$ cat src/bme_pkg.sv
// Package for the bit matrix engine: word types, function and register codes,
// controller/datapath handshake structs and the popcount helper.
// Depends on nothing; the design files use it by scoped names, the testbench imports it.
package bme_pkg;

   // Default sizes, handed to the top level parameters.
   localparam int DEF_MAX_ROWS    = 64;
   localparam int DEF_MAX_COLUMNS = 256;
   localparam int DEF_WORD_BITS   = 64;

   // Field widths fixed by the command and result word layout.
   localparam int ROW_IDX_W  = 6;
   localparam int COL_IDX_W  = 8;
   localparam int FUNC_W     = 4;
   localparam int COUNT_W    = 15;
   localparam int ROWS_REG_W = 7;
   localparam int COLS_REG_W = 9;
   localparam int CSR_IDX_W  = 2;
   localparam int CSR_DATA_W = 9;

   // Register reset values and the count ceiling.
   localparam logic [ROWS_REG_W-1:0] ROWS_RESET = 7'd64;
   localparam logic [COLS_REG_W-1:0] COLS_RESET = 9'd256;
   localparam logic [COUNT_W-1:0]    COUNT_MAX  = 15'h7FFF;

   // Command function codes.
   typedef enum logic [FUNC_W-1:0] {
      FUNC_SET        = 4'd0,
      FUNC_CLEAR      = 4'd1,
      FUNC_FLIP       = 4'd2,
      FUNC_READ       = 4'd3,
      FUNC_CLEAR_ALL  = 4'd4,
      FUNC_FILL_ALL   = 4'd5,
      FUNC_NEGATE_ALL = 4'd6,
      FUNC_COUNT      = 4'd7,
      FUNC_HAMMING    = 4'd8,
      FUNC_SUBSET     = 4'd9
   } func_type;

   // Configuration register indexes.
   typedef enum logic [CSR_IDX_W-1:0] {
      CSR_ROWS_IN_USE    = 2'd0,
      CSR_COLUMNS_IN_USE = 2'd1
   } csr_index_type;

   // Command word.
   typedef struct packed {
      logic [FUNC_W-1:0]    func;
      logic                 bank;
      logic [ROW_IDX_W-1:0] row_index;
      logic [COL_IDX_W-1:0] column_index;
   } req_word_type;

   // Result word.
   typedef struct packed {
      logic               bit_value;
      logic [COUNT_W-1:0] count;
      logic               subset_flag;
   } rsp_word_type;

   // Commands from the controller to the datapath.
   typedef struct packed {
      logic load;
      logic clear_step;
      logic walk_step;
      logic bit_commit;
      logic finish;
   } ctrl_cmd_type;

   // Status from the datapath to the controller.
   typedef struct packed {
      logic clear_last;
      logic walk_empty;
      logic walk_last;
      logic pipe_idle;
   } dp_status_type;

   // Ones count of one byte.
   function automatic logic [3:0] pop8(input logic [7:0] v);
      logic [3:0] n;
      n = '0;
      for (int i = 0; i < 8; i++) begin
         n = n + {3'b000, v[i]};
      end
      return n;
   endfunction

endpackage

$ cat src/bme_ctrl.sv
// Controller state machine of the bit matrix engine.
// Depends on bme_pkg for the command and status structs and function codes.
module bme_ctrl (
   input  logic                              clock,
   input  logic                              reset,
   input  logic                              start,
   input  logic [bme_pkg::FUNC_W-1:0]        req_func,
   input  bme_pkg::dp_status_type            status,
   output bme_pkg::ctrl_cmd_type             cmd,
   output logic                              busy
);

   typedef enum logic [6:0] {
      S_CLEAR  = 7'b0000001,
      S_IDLE   = 7'b0000010,
      S_BIT    = 7'b0000100,
      S_BIT_WB = 7'b0001000,
      S_WALK   = 7'b0010000,
      S_DRAIN  = 7'b0100000,
      S_FINISH = 7'b1000000
   } ctrl_state_type;

   ctrl_state_type state_ff, state_in;

   // Next state and commands.
   always_comb begin
      state_in = state_ff;
      cmd      = '0;
      case (state_ff)
         S_CLEAR: begin
            cmd.clear_step = 1'b1;
            if (status.clear_last) begin
               state_in = S_IDLE;
            end
         end
         S_IDLE: begin
            if (start) begin
               cmd.load = 1'b1;
               if (req_func <= bme_pkg::FUNC_READ) begin
                  state_in = S_BIT;
               end else if (req_func <= bme_pkg::FUNC_SUBSET && !status.walk_empty) begin
                  state_in = S_WALK;
               end else begin
                  state_in = S_FINISH;
               end
            end
         end
         S_BIT: begin
            state_in = S_BIT_WB;
         end
         S_BIT_WB: begin
            cmd.bit_commit = 1'b1;
            cmd.finish     = 1'b1;
            state_in       = S_IDLE;
         end
         S_WALK: begin
            cmd.walk_step = 1'b1;
            if (status.walk_last) begin
               state_in = S_DRAIN;
            end
         end
         S_DRAIN: begin
            if (status.pipe_idle) begin
               cmd.finish = 1'b1;
               state_in   = S_IDLE;
            end
         end
         S_FINISH: begin
            cmd.finish = 1'b1;
            state_in   = S_IDLE;
         end
         default: begin
            state_in = S_IDLE;
         end
      endcase
   end

   // State register; reset starts the clearing pass.
   always_ff @(posedge clock) begin
      if (reset) begin
         state_ff <= S_CLEAR;
      end else begin
         state_ff <= state_in;
      end
   end

   assign busy = (state_ff != S_IDLE);

`ifndef NO_ASSERTIONS
   // An accepted command raises busy in the next cycle.
   a_accept_busy: assert property (@(posedge clock) disable iff (reset)
      (start && !busy) |=> busy)
      else $error("accepted command did not raise busy");

   // The datapath pipeline has drained whenever a walk result is produced.
   a_drain_idle: assert property (@(posedge clock) disable iff (reset)
      (state_ff == S_DRAIN && cmd.finish) |-> status.pipe_idle)
      else $error("walk finished with words still in flight");

   // The state register always holds exactly one active state bit.
   a_state_onehot: assert property (@(posedge clock) disable iff (reset)
      $onehot(state_ff))
      else $error("controller state is not one-hot");
`endif

endmodule

$ cat config.mk
export PLATFORM = sky130hd
export DESIGN_NAME = bme_ctrl
export DESIGN_NICKNAME = d
export VERILOG_FILES = /design/src/bme_pkg.sv /design/src/bme_ctrl.sv
export SDC_FILE = /design/constraint.sdc
export NUM_CORES = 1
export LEC_CHECK = 0
export ABC_CLOCK_PERIOD_IN_PS = 1830
export BUFFER_PORTS_ARGS = -buffer_cell sky130_fd_sc_hd__buf_2
export CAP_MARGIN = 5
export CORE_AREA = 2 2 39 41
export DETAILED_ROUTE_END_ITERATION = 8
export DIE_AREA = 0 0 41 43
export PLACE_DENSITY = 0.7
export SLEW_MARGIN = 20
export SYNTH_ARGS = -nofsm -noshare
export SYNTH_HDL_FRONTEND = slang
export SYNTH_SLANG_ARGS = --single-unit
$ cat constraint.sdc
create_clock -name clock -period 1.83 [get_ports clock]
set_input_delay 0.183 -clock clock [delete_from_list [all_inputs] [get_ports clock]]
set_output_delay 0.183 -clock clock [all_outputs]
set_load 0.05 [all_outputs]
# Word level (Yosys, flattened, before mapping)
# Index checks and enable logic that the tools add are counted.
[word_totals]
in_bits = 11
out_inout_bits = 6
register_bits = 7
elab_cells = 33
[classes]
n_eq_ne = 12
n_lt_le_gt_ge = 2
muxes = 14
reduce_logical = 4
[op_table]
columns = ["operator", "count"]
rows = [
  ["7-bit two-way mux", 6],
  ["7-bit case mux with 5 select lines", 1],
  ["2-bit != test, second input constant", 4],
  ["7-bit by 1-bit == test with 1-bit output, second input constant", 1],
  ["7-bit by 2-bit == test with 1-bit output, second input constant", 1],
  ["7-bit by 3-bit == test with 1-bit output, second input constant", 1],
  ["7-bit by 4-bit == test with 1-bit output, second input constant", 1],
  ["7-bit by 5-bit == test with 1-bit output, second input constant", 1],
  ["7-bit by 6-bit == test with 1-bit output, second input constant", 1],
  ["7-bit == test, second input constant", 1],
  ["7-bit by 2-bit != test with 1-bit output, second input constant", 1],
  ["1-bit two-way mux", 6],
  ["4-bit by 2-bit <= comparator with 1-bit output, second input constant", 1],
  ["4-bit <= comparator, second input constant", 1],
  ["4-bit AND reduction", 1],
  ["1-bit case mux with 2 select lines", 1],
  ["2-bit OR reduction", 1],
  ["1-bit logical AND", 1],
  ["1-bit zero test", 1],
]

# Depth between registers and ports, before layout
[depth]
depth_word = 6
ltp_mapped = 5
ltp_nobuf = 4

# Worst setup path after synthesis
# Ideal clock, no wire load.
[synth_path]
path_kind = "register -> output"
from = "register state_ff[2]"
to = "output cmd[2] (netlist name)"
path_buffers = 0
path_stages_with_launch = 4
required_time_ns = 1.647
arrival_ns = 1.746
setup_slack_ns = -0.099
path_cell_list = "dfxtp_1 nor3_1 nand2_1 nor3_1"
[synth_rtl]
columns = ["element", "line", "rtl"]
rows = [
  ["start, declared", "bme_ctrl.sv:23", "ctrl_state_type state_ff, state_in;"],
  ["start signal, assigned", "bme_ctrl.sv:83", "state_ff <= state_in;"],
  ["end, declared", "bme_ctrl.sv:9", "output bme_pkg::ctrl_cmd_type cmd,"],
]

==> impl_metrics.toml <==
[final_layout]
final_layout_size_suffix_gt1_share_pct = 41.0
regMostFlops = "state_ff"
n_antenna_cell = 0
final_cell_area_um2 = 672
largest_registers = "state_ff (7)"
largest_reg_flops = 7
finalNetCount = 95
post-route-util_pct = 48.6
area_growth_syn_to_layout_pct = 36.6

[yosys]
yosys.area_share.simple_pct = 51.1
synth_top_area_share_pct = 28.5
synth_adder_area_share_pct = 0
yosys.area.top_type = "dfxtp_1"
synth_mux_area_share_pct = 0
syn_area_per_cell_um2 = 8.20
synth_xor_area_share_pct = 0
syn_inst = 60
synthTopCellsByArea = "dfxtp_1, nor3b_1, nor3_1"
syn-num-nets = 71
synth_compound_area_share_pct = 15.8
yosysUniqueCellTypes = 30
synth_top_family_by_area = "simple AND/OR/NAND/NOR gates"
synthesis.area_um2 = 492
ys_warn_count = 0
seq_area_frac_synth_pct = 28.5
synth_seq_cells = 7

[timing]
setup_viol = 2
min_period_over_period_pct = 102
fmax_mhz = 534
final.min_clock_period_ns = 1.87
finalHoldViolCount = 0
fin_ws_ns = -0.0435
max_slew.worst_pin.slew_ns = 0.348
fin_skew_ns = 0.00773
rsz0062_at_grt = "true"
setup_tns_ns = -0.0743
finalMaxSlewViolations = 0
slew-limit-headroom_pct = 76.8

[pwr]
p_per_area_nw_per_um2 = 642
totalPowerFinal_uw = 431
p_switching_uw = 133
seqPwrFrac_pct = 39.7
leakage_uw = 0.000297
comb_power_share_pct = 28.1
swShare_pct = 30.7
irDropWorstVdd_mv = 0.338
clkPwrFrac_pct = 32.2
p_int_uw = 299

[clock_tree]
clk_latency_ns = 0.25
numCtsBuffers = 3
clock_path_buffers = 2
cts_tree = "done"
cts_max_level = 1
cts.sinks = 7
cts.clk_slew.worst_paths_ns = 0.06
cts_hold_buf = 0
cts_root_buf = "clkbuf_4"

[worst_setup_path]
critical_path_arrival_ns = 1.69
crit_fanout = 3
slowest_delay_ns = 0.55
critPathLaunchType = "flop"
cp_top_family = "simple AND/OR/NAND/NOR gates"
cp_slowest_cell = "or4_4"
timing.rr.end = "state_ff[6]"
rrSetupSlack_ns = 0.19
ff2ff_path_depth = 4
critPathRequiredTime_ns = 1.65
r2r-start = "state_ff[0]"
crit_chain = "or4_4 > nor4b_4 > and2_2 > buf_6"
end_kind = "output pin"
path_class = "reg2out"
cp_num_buf_inv = 1

[global_routing]
grt_pass1_vias = 501
grt_overflow_total = 0
grt_max_degree = 10
grt_pass1_wl_mm = 1.94
track_usage_pct = 16.3
antenna_found_initial = 0

[die]
die_w_um = 41
coreArea_um2 = 1380
start_util_pct = 35.5
die-area_um2 = 1760
pin_count = 17
die_h_um = 43
rows = 14

[min_path]
holdCritStartpoint = "status[3]"
hold_path_class = "in2reg"
worstHoldEndpoint = "state_ff[0]"
hold_depth = 2

[outcome]
violations = "negative setup slack"
status = "complete, but fails checks"

[routing]
drt-initial-drc-count = 10
drcViolationCount = 0
vias = 524
ant_nets = 0
routed_via_density = 5.29
finalWirelength_mm = 1.13
routedWlPerCell_um = 11.4
dr.pass1.iters = 4

[placement]
gp_congestion = 0.747
dpl-instance-area_um2 = 618
dp_hpwl_um = 871
port_buffers = 15
pre_cts_ws_ns = 0.0978

[run]
maxCapViolCount = 0
[kinds of logic after synthesis]
group / after synthesis
buf+inv: 5
flops: 7
simple gates: 37
compound gates: 11
[what timing repair did]
action / CTS / global route
pin swaps: 1 / 0
setup endpoints to repair: 3 / 3
setup buffers: 1 / 0
gates resized for setup: 5 / 3
[cell type report]
| cell class | count | area (um^2) |
|---|---|---|
| Clock buffer | 4 | 26.3 |
| Multi-Input combinational cell | 48 | 338 |
| Inverter | 4 | 15.0 |
| Fill cell | 149 | 712 |
| Timing Repair Buffer | 20 | 131 |
| Sequential cell | 7 | 141 |
| Tap cell | 16 | 20.0 |
[per-layer routing]
layer,share of wire [%],global-route usage (%),vias to the layer above,wire length (um)
met5,0,0,-,0
met4,3.2,12.0,0,36
met3,4.0,1.57,4,45
met2,49,26.3,18,552
met1,44,18.4,232,499
li1,-,-,270,-
[how the worst max path moves through the flow]
| stage | from | endpoint | slack, ns | depth (start not counted) |
|---|---|---|---|---|
| floorplan | state_ff[2] | cmd[4] | 0.12 | 3 |
| global placement | state_ff[2] | cmd[4] | 0.10 | 4 |
| detailed placement | state_ff[2] | cmd[4] | 0.1 | 4 |
| CTS | state_ff[2] | cmd[4] | -0.05 | 4 |
| global route | state_ff[2] | cmd[4] | -0.13 | 4 |
| finish | state_ff[2] | cmd[4] | -0.04 | 4 |
[metrics by stage]
| step | hold WS (ns) | std cells |
|---|---|---|
| 6_report | 0.134 | 99 |
| 2_1_floorplan | 0.252 | 60 |
| 4_1_cts | 0.125 | 99 |
| 3_3_place_gp | 0.387 | 94 |
| 3_5_place_dp | 0.386 | 94 |
| 5_1_grt | 0.149 | 99 |
[cells in the mapped netlist]
cell and count:
or2b_1 1, inv_1 4, nand3_1 1, o31ai_1 1, and2_4 1, o211ai_1 1, or4_1 1, or2_1 1
nand4_1 1, and2_1 1, nor3_1 5, or2_2 1, o21ai_0 1, a31oi_1 2, a211o_1 2, nor4b_4 1
a211oi_2 1, or4_4 1, nor4_1 1, nor3b_1 4, and4_1 2, or3b_2 1, nand2_1 2, and3_1 2
or3b_1 2, a21oi_1 3, nand2b_1 3, nor2_1 5, buf_4 1, dfxtp_1 7
[layout by cell type, fill, tap and decap left out, drive strengths merged, types with 3 or more instances in the layout]
cell type	instances
buf	20
inv	4
dfxtp	7
nand2b	3
or3b	3
nor2	5
a21oi	3
nor3	5
nor3b	4
clkbuf	4
[power by group through the flow]
stage	Clock, uW	Sequential [uW]	Combinational [uW]
floorplan	0	170	79.2
global placement	0	174	107
detailed placement	0	174	109
CTS	140	171	119
global route	155	173	131
finish	139	171	121
Power figures use the tool's default switching activity.
